File: config.mk
export PLATFORM = sky130hd
export DESIGN_NAME = layered_led_pattern_compositor_unit
export DESIGN_NICKNAME = d
export VERILOG_FILES = /design/src/hdl/lpc_pkg.sv /design/src/hdl/lpc_ctrl.sv /design/src/hdl/lpc_datapath.sv /design/src/hdl/layered_led_pattern_compositor_unit.sv
export SDC_FILE = /design/constraint.sdc
export NUM_CORES = 2
export LEC_CHECK = 0
export BUFFER_PORTS_ARGS = -buffer_cell sky130_fd_sc_hd__buf_2
export CAP_MARGIN = 10
export CELL_PAD_IN_SITES_DETAIL_PLACEMENT = 0
export CELL_PAD_IN_SITES_GLOBAL_PLACEMENT = 2
export CORE_AREA = 10 10 393 395
export CTS_CLUSTER_SIZE = 25
export DETAILED_ROUTE_END_ITERATION = 8
export DIE_AREA = 0 0 403 405
export PLACE_DENSITY = 0.86
export SLEW_MARGIN = 20
export SYNTH_ARGS = -nofsm -noshare
export SYNTH_HDL_FRONTEND = slang
export SYNTH_SLANG_ARGS = --single-unit
export TNS_END_PERCENT = 30
File: constraint.sdc
create_clock -name clk_i -period 9.3 [get_ports clk_i]
set_input_delay 0.465 -clock clk_i [delete_from_list [all_inputs] [get_ports clk_i]]
set_output_delay 0.465 -clock clk_i [all_outputs]
set_load 0.03 [all_outputs]
File: src/hdl/lpc_pkg.sv
`default_nettype none

package lpc_pkg;

  // Sizes of the layer store
  localparam int unsigned LED_NUM   = 2;
  localparam int unsigned LAYER_NUM = 4;
  localparam int unsigned ENTRY_NUM = LED_NUM * LAYER_NUM;
  localparam int unsigned ENTRY_W   = (ENTRY_NUM > 1) ? $clog2(ENTRY_NUM) : 1;

  // Field widths
  localparam int unsigned COLOUR_W  = 25;
  localparam int unsigned PATTERN_W = 32;
  localparam int unsigned COUNT_W   = 16;
  localparam int unsigned POS_W     = 5;
  localparam int unsigned DUTY_W    = 9;
  localparam int unsigned TIME_W    = 64;
  localparam int unsigned BLANK_W   = 32;

  // Output duty channels: three per LED, two LED slots on the ports
  localparam int unsigned DUTY_NUM  = 6;

  localparam logic [COLOUR_W-1:0]  COLOUR_TRANSP = 25'h100_0000;
  localparam int unsigned          TRANSP_BIT    = 24;
  localparam logic [PATTERN_W-1:0] POS_WRAP      = 32'h8000_0000;
  localparam logic [DUTY_W-1:0]    DUTY_FULL     = 9'd256;

  // Request kinds
  typedef enum logic [1:0] {
    MODE_INIT  = 2'd0,
    MODE_SET   = 2'd1,
    MODE_BLANK = 2'd2,
    MODE_TICK  = 2'd3
  } mode_e;

  // Commands from controller to datapath
  typedef struct packed {
    logic load;
    logic apply;
    logic compose;
    logic capture;
  } ctrl_cmd_t;

  // Status from datapath to controller
  typedef struct packed {
    logic produce;
  } dp_status_t;

endpackage : lpc_pkg

`default_nettype wire

File: src/hdl/lpc_ctrl.sv
`default_nettype none

module lpc_ctrl (
  input  wire                  clk_i,
  input  wire                  rst_ni,
  input  wire                  start_i,
  input  lpc_pkg::dp_status_t  status_i,
  output lpc_pkg::ctrl_cmd_t   cmd_o,
  output logic                 busy_o,
  output logic                 valid_o
);
  import lpc_pkg::*;

  typedef enum logic [2:0] {
    ST_IDLE    = 3'b001,
    ST_APPLY   = 3'b010,
    ST_COMPOSE = 3'b100
  } state_e;

  state_e state_q, state_d;
  logic   valid_q, valid_d;

  // Sequence one request: latch, update state, composite
  always_comb begin
    state_d = state_q;
    cmd_o   = '0;
    unique case (state_q)
      ST_IDLE: begin
        if (start_i) begin
          cmd_o.load = 1'b1;
          state_d    = ST_APPLY;
        end
      end
      ST_APPLY: begin
        cmd_o.apply = 1'b1;
        state_d     = ST_COMPOSE;
      end
      ST_COMPOSE: begin
        cmd_o.compose = 1'b1;
        cmd_o.capture = status_i.produce;
        state_d       = ST_IDLE;
      end
      default: begin
        state_d = ST_IDLE;
      end
    endcase
  end

  assign valid_d = cmd_o.capture;

  always_ff @(posedge clk_i or negedge rst_ni) begin
    if (!rst_ni) begin
      state_q <= ST_IDLE;
      valid_q <= 1'b0;
    end else begin
      state_q <= state_d;
      valid_q <= valid_d;
    end
  end

  assign busy_o  = (state_q != ST_IDLE);
  assign valid_o = valid_q;

  // A result strobe only follows a compositing cycle
  a_valid_after_compose: assert property (@(posedge clk_i) disable iff (!rst_ni)
    valid_q |-> $past(state_q == ST_COMPOSE))
    else $error("result strobe without compositing cycle");

  // An accepted request moves on to the update step
  a_accept_to_apply: assert property (@(posedge clk_i) disable iff (!rst_ni)
    (start_i && !busy_o) |=> (state_q == ST_APPLY))
    else $error("accepted request did not enter update step");

  a_apply_to_compose: assert property (@(posedge clk_i) disable iff (!rst_ni)
    (state_q == ST_APPLY) |=> (state_q == ST_COMPOSE))
    else $error("update step not followed by compositing");

  a_compose_to_idle: assert property (@(posedge clk_i) disable iff (!rst_ni)
    (state_q == ST_COMPOSE) |=> (state_q == ST_IDLE))
    else $error("compositing not followed by idle");

endmodule : lpc_ctrl

`default_nettype wire

File: src/hdl/lpc_datapath.sv
`default_nettype none

module lpc_datapath (
  input  wire                                     clk_i,
  input  wire                                     rst_ni,
  input  lpc_pkg::ctrl_cmd_t                      cmd_i,
  output lpc_pkg::dp_status_t                     status_o,
  input  wire [1:0]                               mode_i,
  input  wire                                     led_index_i,
  input  wire [1:0]                               layer_index_i,
  input  wire [lpc_pkg::COLOUR_W-1:0]             colour_first_i,
  input  wire [lpc_pkg::COLOUR_W-1:0]             colour_second_i,
  input  wire [lpc_pkg::PATTERN_W-1:0]            blink_pattern_i,
  input  wire [lpc_pkg::COUNT_W-1:0]              flash_count_i,
  input  wire [lpc_pkg::BLANK_W-1:0]              blank_us_i,
  input  wire [lpc_pkg::TIME_W-1:0]               now_us_i,
  output logic [lpc_pkg::DUTY_NUM-1:0][lpc_pkg::DUTY_W-1:0] duty_o
);
  import lpc_pkg::*;

  // Latched request
  mode_e                mode_q;
  logic                 led_q;
  logic [1:0]           layer_q;
  logic [COLOUR_W-1:0]  c1_q, c2_q;
  logic [PATTERN_W-1:0] pat_q;
  logic [COUNT_W-1:0]   cnt_q;
  logic [BLANK_W-1:0]   bus_q;
  logic [TIME_W-1:0]    now_q;

  // Layer store and global state
  logic [ENTRY_NUM-1:0][PATTERN_W-1:0] pattern_q;
  logic [ENTRY_NUM-1:0][COLOUR_W-1:0]  first_q, second_q;
  logic [ENTRY_NUM-1:0][COUNT_W-1:0]   countdown_q;
  logic [PATTERN_W-1:0]                onehot_q;
  logic [POS_W-1:0]                    posnum_q;
  logic [TIME_W-1:0]                   deadline_q;
  logic                                started_q;
  logic                                item_ok_q;

  logic [DUTY_NUM-1:0][DUTY_W-1:0] duty_q, duty_d;

  logic                 in_range;
  logic [ENTRY_W-1:0]   set_idx;
  logic [PATTERN_W-1:0] set_pat;
  logic [PATTERN_W-1:0] shifted;

  // Hold the request while it is worked on
  always_ff @(posedge clk_i) begin
    if (cmd_i.load) begin
      mode_q  <= mode_e'(mode_i);
      led_q   <= led_index_i;
      layer_q <= layer_index_i;
      c1_q    <= colour_first_i;
      c2_q    <= colour_second_i;
      pat_q   <= blink_pattern_i;
      cnt_q   <= flash_count_i;
      bus_q   <= blank_us_i;
      now_q   <= now_us_i;
    end
  end

  // Decode the addressed entry and align a flash pattern to the position
  assign in_range = (32'(led_q) < LED_NUM) && (32'(layer_q) < LAYER_NUM);
  assign set_idx  = ENTRY_W'(ENTRY_W'(led_q) * ENTRY_W'(LAYER_NUM) + ENTRY_W'(layer_q));
  assign shifted  = PATTERN_W'({pat_q, pat_q} >> posnum_q);
  assign set_pat  = (cnt_q != '0) ? shifted : pat_q;

  // Update state on the apply step, count down flash layers after a tick
  always_ff @(posedge clk_i or negedge rst_ni) begin
    if (!rst_ni) begin
      for (int i = 0; i < ENTRY_NUM; i++) begin
        pattern_q[i]   <= '0;
        first_q[i]     <= COLOUR_TRANSP;
        second_q[i]    <= COLOUR_TRANSP;
        countdown_q[i] <= '0;
      end
      onehot_q   <= PATTERN_W'(1);
      posnum_q   <= '0;
      deadline_q <= '0;
      started_q  <= 1'b0;
      item_ok_q  <= 1'b0;
    end else if (cmd_i.apply) begin
      item_ok_q <= (mode_q != MODE_SET) || in_range;
      unique case (mode_q)
        MODE_INIT: begin
          for (int i = 0; i < ENTRY_NUM; i++) begin
            first_q[i]  <= COLOUR_TRANSP;
            second_q[i] <= COLOUR_TRANSP;
          end
          started_q <= 1'b1;
        end
        MODE_SET: begin
          if (in_range) begin
            pattern_q[set_idx]   <= set_pat;
            first_q[set_idx]     <= c1_q;
            second_q[set_idx]    <= c2_q;
            countdown_q[set_idx] <= cnt_q;
          end
        end
        MODE_BLANK: begin
          deadline_q <= now_q + TIME_W'(bus_q);
        end
        MODE_TICK: begin
          if ((onehot_q >> 1) == '0) begin
            onehot_q <= POS_WRAP;
            posnum_q <= '0;
          end else begin
            onehot_q <= onehot_q >> 1;
            posnum_q <= posnum_q + POS_W'(1);
          end
        end
        default: begin
        end
      endcase
    end else if (cmd_i.compose && (mode_q == MODE_TICK)) begin
      for (int i = 0; i < ENTRY_NUM; i++) begin
        if (countdown_q[i] != '0) begin
          countdown_q[i] <= countdown_q[i] - COUNT_W'(1);
          if (countdown_q[i] == COUNT_W'(1)) begin
            first_q[i]  <= COLOUR_TRANSP;
            second_q[i] <= COLOUR_TRANSP;
          end
        end
      end
    end
  end

  // Composite each LED: first opaque layer wins, black when none or blanked
  always_comb begin
    logic [COLOUR_W-1:0] pick;
    logic [COLOUR_W-1:0] rgba;
    logic                found;
    logic                blanked;
    blanked = (now_q < deadline_q);
    duty_d  = '0;
    for (int l = 0; l < 2; l++) begin
      rgba  = '0;
      found = 1'b0;
      if (l < LED_NUM) begin
        for (int e = 0; e < LAYER_NUM; e++) begin
          pick = ((pattern_q[l*LAYER_NUM+e] & onehot_q) != '0) ?
                 second_q[l*LAYER_NUM+e] : first_q[l*LAYER_NUM+e];
          if (!found && !pick[TRANSP_BIT]) begin
            rgba  = pick;
            found = 1'b1;
          end
        end
      end
      if (!found || blanked) begin
        rgba = '0;
      end
      duty_d[3*l]   = DUTY_FULL - DUTY_W'(rgba[23:16]);
      duty_d[3*l+1] = DUTY_FULL - DUTY_W'(rgba[15:8]);
      duty_d[3*l+2] = DUTY_FULL - DUTY_W'(rgba[7:0]);
    end
  end

  // Register the result for its strobe cycle
  always_ff @(posedge clk_i) begin
    if (cmd_i.capture) begin
      duty_q <= duty_d;
    end
  end

  assign status_o.produce = started_q && item_ok_q;
  assign duty_o           = duty_q;

endmodule : lpc_datapath

`default_nettype wire

File: src/hdl/layered_led_pattern_compositor_unit.sv
// Layered LED pattern compositor: two RGB LEDs, four priority layers each.
//
// Request channel: present mode_i and its fields with start_i high while
// busy_o is low; the request is taken at that clock edge. Every request
// carries now_us_i. Set requests address a layer with led_index_i and
// layer_index_i; blank requests use blank_us_i; tick requests advance the
// blink position and count down flash layers.
//
// Result channel: valid_o is high for exactly one cycle while the six duty
// ports hold the composited output. The receiver cannot stall; a result
// must be taken in its strobe cycle. Requests before the first init, and
// set requests that address no layer, give no result.
//
// Sequence: a request passes through latch, state update and compositing,
// and busy_o stays high during state update and compositing. The result
// strobe comes in the cycle after compositing, when the next request may
// already be accepted; a new request is not taken while busy_o is high. The
// compositing step walks the layers in one combinational pass.
//
// Reset: all layers transparent, position at bit zero, not started.
`default_nettype none

module layered_led_pattern_compositor_unit (
  input  wire                                clk_i,
  input  wire                                rst_ni,
  input  wire                                start_i,
  output logic                               busy_o,
  input  wire [1:0]                          mode_i,
  input  wire                                led_index_i,
  input  wire [1:0]                          layer_index_i,
  input  wire [lpc_pkg::COLOUR_W-1:0]        colour_first_i,
  input  wire [lpc_pkg::COLOUR_W-1:0]        colour_second_i,
  input  wire [lpc_pkg::PATTERN_W-1:0]       blink_pattern_i,
  input  wire [lpc_pkg::COUNT_W-1:0]         flash_count_i,
  input  wire [lpc_pkg::BLANK_W-1:0]         blank_us_i,
  input  wire [lpc_pkg::TIME_W-1:0]          now_us_i,
  output logic                               valid_o,
  output logic [lpc_pkg::DUTY_W-1:0]         duty_red_a_o,
  output logic [lpc_pkg::DUTY_W-1:0]         duty_green_a_o,
  output logic [lpc_pkg::DUTY_W-1:0]         duty_blue_a_o,
  output logic [lpc_pkg::DUTY_W-1:0]         duty_red_b_o,
  output logic [lpc_pkg::DUTY_W-1:0]         duty_green_b_o,
  output logic [lpc_pkg::DUTY_W-1:0]         duty_blue_b_o
);
  import lpc_pkg::*;

  ctrl_cmd_t                       cmd;
  dp_status_t                      status;
  logic [DUTY_NUM-1:0][DUTY_W-1:0] duty;

  lpc_ctrl u_ctrl (
    .clk_i    (clk_i),
    .rst_ni   (rst_ni),
    .start_i  (start_i),
    .status_i (status),
    .cmd_o    (cmd),
    .busy_o   (busy_o),
    .valid_o  (valid_o)
  );

  lpc_datapath u_datapath (
    .clk_i           (clk_i),
    .rst_ni          (rst_ni),
    .cmd_i           (cmd),
    .status_o        (status),
    .mode_i          (mode_i),
    .led_index_i     (led_index_i),
    .layer_index_i   (layer_index_i),
    .colour_first_i  (colour_first_i),
    .colour_second_i (colour_second_i),
    .blink_pattern_i (blink_pattern_i),
    .flash_count_i   (flash_count_i),
    .blank_us_i      (blank_us_i),
    .now_us_i        (now_us_i),
    .duty_o          (duty)
  );

  assign duty_red_a_o   = duty[0];
  assign duty_green_a_o = duty[1];
  assign duty_blue_a_o  = duty[2];
  assign duty_red_b_o   = duty[3];
  assign duty_green_b_o = duty[4];
  assign duty_blue_b_o  = duty[5];

endmodule : layered_led_pattern_compositor_unit

`default_nettype wire

After elaboration in Yosys (flattened, before gate mapping)
Index checks and enable logic that the tools add are counted.
W data, S select, Z words.

word-level totals
  word-level logic and storage cells = 257
  output and inout bits = 56
  flip-flop bits (word level) = 1,144

cells by class
  $add $sub $neg = 17
  shift-type cells = 1
  equal/unequal tests = 18
  magnitude comparators = 3
  bitwise gates (word level) = 8
  reduce and logical (&&, ||, !) cells = 79
  mux-type cells = 77

operator list
  kind                     count
  $pmux W200 S2            2
  $mux W25                 25
  $mux W200                3
  $bwmux W200              2
  $mux W128                3
  $and A32 B32 Y32         8
  $bwmux W256              1
  $reduce_bool A32 Y1      8
  $mux W24                 10
  $mux W16                 9
  $reduce_bool A16 Y1      9
  $bwmux W128              1
  $eq A16 B1 Y1 const B    8
  $sub A16 B1 Y16 const B  8
  $demux W32 S3            1
  $mux W32                 3
  $demux W25 S3            1
  $add A64 B32 Y64         1
  $lt A64 B64 Y1           1
  $shr A64 B5 Y32          1
  $sub A9 B8 Y9 const A    6
  $demux W16 S3            1
  $reduce_bool A2 Y1       17
  $logic_not A32 Y1        1
  24 further kinds         73

Depth between registers and ports, before layout
  word-level depth = 16
  gate-level depth with buffers = 17
  depth with buffers taken out = 15

By module
A second synthesis with hierarchy kept.

unflattened totals
  cell total of the unflattened synthesis = 5,205
  area total of the unflattened synthesis = 55,329.3 um^2

by module, submodules not included
  module        area each (um^2)  instances  cells an instance
  lpc_datapath  55,149.1          1          5,192
  lpc_ctrl      180.2             1          13

Worst setup path before layout
Ideal clock, no wire load.

  path type = register -> register
  start point = reg u_ctrl.state_q[0]
  end point = reg u_datapath.bus_q[0] (enable)
  required time = 8.536 ns
  period minus slack after synthesis = 10.208 ns
  cell stages (with the launch flop) = 3
  path slack = -0.908 ns
  data arrival time = 9.444 ns
  cell sequence = dfstp_2 or3b_2 nor2_1

RTL lines
  item                    RTL line            source
  from (decl)             lpc_ctrl.sv:20      state_e state_q, state_d;
  from (signal assigned)  lpc_ctrl.sv:56      state_q <= state_d;
  to (signal assigned)    lpc_datapath.sv:58  bus_q <= blank_us_i;
  to (decl)               lpc_datapath.sv:28  logic [BLANK_W-1:0] bus_q;

==> flow_metrics.env <==
export IMPL_cts_buffer_depth=3
export IMPL_num_rows=141
export IMPL_drv_slew=0
export IMPL_core_area_mm2=0.147
export IMPL_die_area_mm2=0.163
export IMPL_grt_overflow=0
export IMPL_cp_slowest_cell="or4b_2"
export IMPL_post_place_ws_ns=3.97
export IMPL_status="finished clean"
export IMPL_synthFlopType="dfrtp_1"
export IMPL_setup_tns_ns=0
export IMPL_met3_usage=0.0403
export IMPL_port_buffers=257
export IMPL_vias=42200
export IMPL_first_pass_iters=6
export IMPL_rsz0062_at_grt="no"
export IMPL_drt_initial_drc_count=4113
export IMPL_max_slew_margin_rel=0.153
export IMPL_finalHoldViolCount=0
export IMPL_pin_count=258
export IMPL_path_clk_slew_ns=0.06
export IMPL_antenna_found_initial=3
export IMPL_yosys_warnings=0
export IMPL_hold_path_class="in -> async"
export IMPL_cp_top_family="simple AND/OR/NAND/NOR gates"
export IMPL_cp_start_kind="flip-flop"
export IMPL_yosys_top_cells_area="dfrtp_1 39%, edfxtp_1 14%, mux2_2 7.1%, a22o_1 6.2%, o21ai_0 3.4%"
export IMPL_hold_ws_ns=0.284
export IMPL_cts_sinks=1144
export IMPL_critPathBufInv=2
export IMPL_grt_pass1_vias=42200
export IMPL_synth_top_area_frac=0.395
export IMPL_dpl_hpwl_um=112000
export IMPL_layout_nets=5464
export IMPL_insertion_delay_ns=0.78
export IMPL_yosysMostFrequentCell="dfrtp_1"
export IMPL_netlist_top_cells_count="873 x dfrtp_1, 392 x a22o_1, 378 x o21ai_0, 351 x mux2_2, 288 x clkbuf_1"
export IMPL_fin_ws_ns=4.04
export IMPL_numCtsBuffers=120
export IMPL_syn_inst=4874
export IMPL_final_util=0.442
export IMPL_crit_required_ns=9.80
export IMPL_grt_util_all_layers=0.210
export IMPL_drtAntennaViolNets=0
export IMPL_drt_wl_total_um=177000
export IMPL_grt_max_degree=176
export IMPL_busiest_layer="met2"
export IMPL_finalNonFillerCells=7181
export IMPL_initial_utilization=0.377
export IMPL_p_total_mw=19.0
export IMPL_dieWidth_um=403
export IMPL_synth_area_mm2=0.0553
export IMPL_routedWlPerCell_um=24.6
export IMPL_yosysSeqAreaShare=0.541
export IMPL_tightest_slew_ns=1.27
export IMPL_async_flop_share=0.779
export IMPL_maxCapViolations=0
export IMPL_stdcell_area_mm2=0.0648
export IMPL_cts_htree_levels=3
export IMPL_dp_cells=6747
export IMPL_drive_above_1_share=0.190
export IMPL_ir_worst_vdd_uv=194
export IMPL_cp_cell_sequence="a22oi_1, nand4_1, nor4_4, buf_4, mux2i_4, buf_4, or4b_2, a2bb2oi_1, nand2_1, o21ai_0, nand4_1, xor2_1"
export IMPL_layout_min_cycle_time_ns=5.26
export IMPL_fp_dieH_um=405
export IMPL_power_leakage_nw=28.4
export IMPL_synth_fp_nets=5195
export IMPL_place_gp_congestion=0.873
export IMPL_cp_max_fo=29
export IMPL_cts_root_buffer="clkbuf_16"
export IMPL_drc=0
export IMPL_placed_cell_area_mm2=0.0584
export IMPL_synth_edff_count=253
export IMPL_ys_ff_latch=1144
export IMPL_endpoint_kind="flip-flop"
export IMPL_cts_resized_gates=0
export IMPL_fin_crit_sh=0.565
export IMPL_crit_start="u_datapath.onehot_q[19]"
export IMPL_yosysTopAreaCell="dfrtp_1"
export IMPL_cts_tree="done"
export IMPL_skew_ns=0.0599
export IMPL_grt_pass1_wl_um=268000
export IMPL_ys_types=77
export IMPL_critical_path_arrival_ns=5.76
export IMPL_timing_rr_start="u_datapath.onehot_q[19]"
export IMPL_use_met2=0.332
export IMPL_slowest_delay_ns=0.70
export IMPL_max_freq_mhz=190
export IMPL_viasPerCell=5.88
export IMPL_synth_area_per_cell_um2=11.3
export IMPL_fill_cells=13600
export IMPL_setup_viol=0
export IMPL_pwr_density_cell_mw_per_mm2=293
export IMPL_met1_usage=0.290
export IMPL_flow_area_growth_from_synthesis_pct=17.2
export IMPL_worstSetupPathType="reg -> reg"
[kinds of logic (layout without fill, tap and decap cells)]
logic type	after synthesis	after routing	synth area share
other cells	0	1	0
buf+inv	508	884	0.0349
simple gates	1005	1005	0.0894
flops	1144	1144	0.541
fa+ha+maj	119	119	0.0271
xor+xnor	84	84	0.0133
mux	525	525	0.110
compound gates	1489	1489	0.184
[area by class of cell]
type,instances,area (um^2),share of cell area
clock inverter,72,978,0.0151
tap,1930,2410,0.0372
timing repair buffer,529,3940,0.0607
antenna,1,2.50,0.0000386
sequential,1144,29900,0.461
clock buffer,157,3390,0.0523
multi-input combinational,3222,23700,0.366
inverter,126,475,0.00733
[routing by layer]
metal / vias to the layer above / part of all wire
li1: 18800 / -
met1: 21400 / 0.44
met2: 1684 / 0.46
met3: 302 / 0.075
met4: 2 / 0.030
met5: - / 0.000051
[what timing repair did]
item | in CTS | in global routing
hold buffers | 201 | 0
endpoints found under the hold margin | 261 | 0
buffers inserted | 0 | 0
[placed cells by master (no fill, tap or decap), types with 118 or more instances in the layout]
cell type and count:
mux2i_1 140, a21oi_1 251, a22oi_1 162, a22o_1 392, clkbuf_16 123, o21ai_0 375, ha_1 118, nand2_1 281
nor2_1 256, dlygate4sd3_1 201, mux2_2 351, buf_2 256, dfrtp_1 872, inv_1 124, edfxtp_1 253
[report_power, final]
part           switching, mW  internal (mW)
Clock                   2.18           3.09
Sequential              1.26           6.64
Combinational           3.42           2.41
Total                   6.86           12.1
[path summary, 6_finish.rpt]
check	endpoint	slack, ns	cells after the start
worst max-delay path	u_datapath.duty_o[43]	4.04	12
worst min-delay path	u_datapath.countdown_q[28]	0.28	2
worst max register to register	u_datapath.duty_o[43]	4.04	12
worst min register to register	u_datapath.deadline_q[0]	0.48	2
max in group asynchronous	u_datapath.posnum_q[0]	6.65	4
min in group clk_i	u_datapath.cnt_q[10]	0.39	2
[flip-flops by register name, summed over array words and instances (netlist names), 3 cells and up]
| signal | count |
|---|---|
| u_datapath.first_q | 200 |
| u_datapath.c1_q | 25 |
| u_datapath.now_q | 64 |
| u_datapath.posnum_q | 5 |
| u_datapath.bus_q | 32 |
| u_datapath.duty_o | 54 |
| u_datapath.deadline_q | 64 |
| u_ctrl.state_q | 3 |
| u_datapath.pat_q | 32 |
| u_datapath.c2_q | 25 |
| u_datapath.onehot_q | 32 |
| u_datapath.pattern_q | 256 |
| u_datapath.countdown_q | 128 |
| u_datapath.cnt_q | 16 |
| u_datapath.second_q | 200 |
No activity file was read; power rests on OpenSTA's default activity.
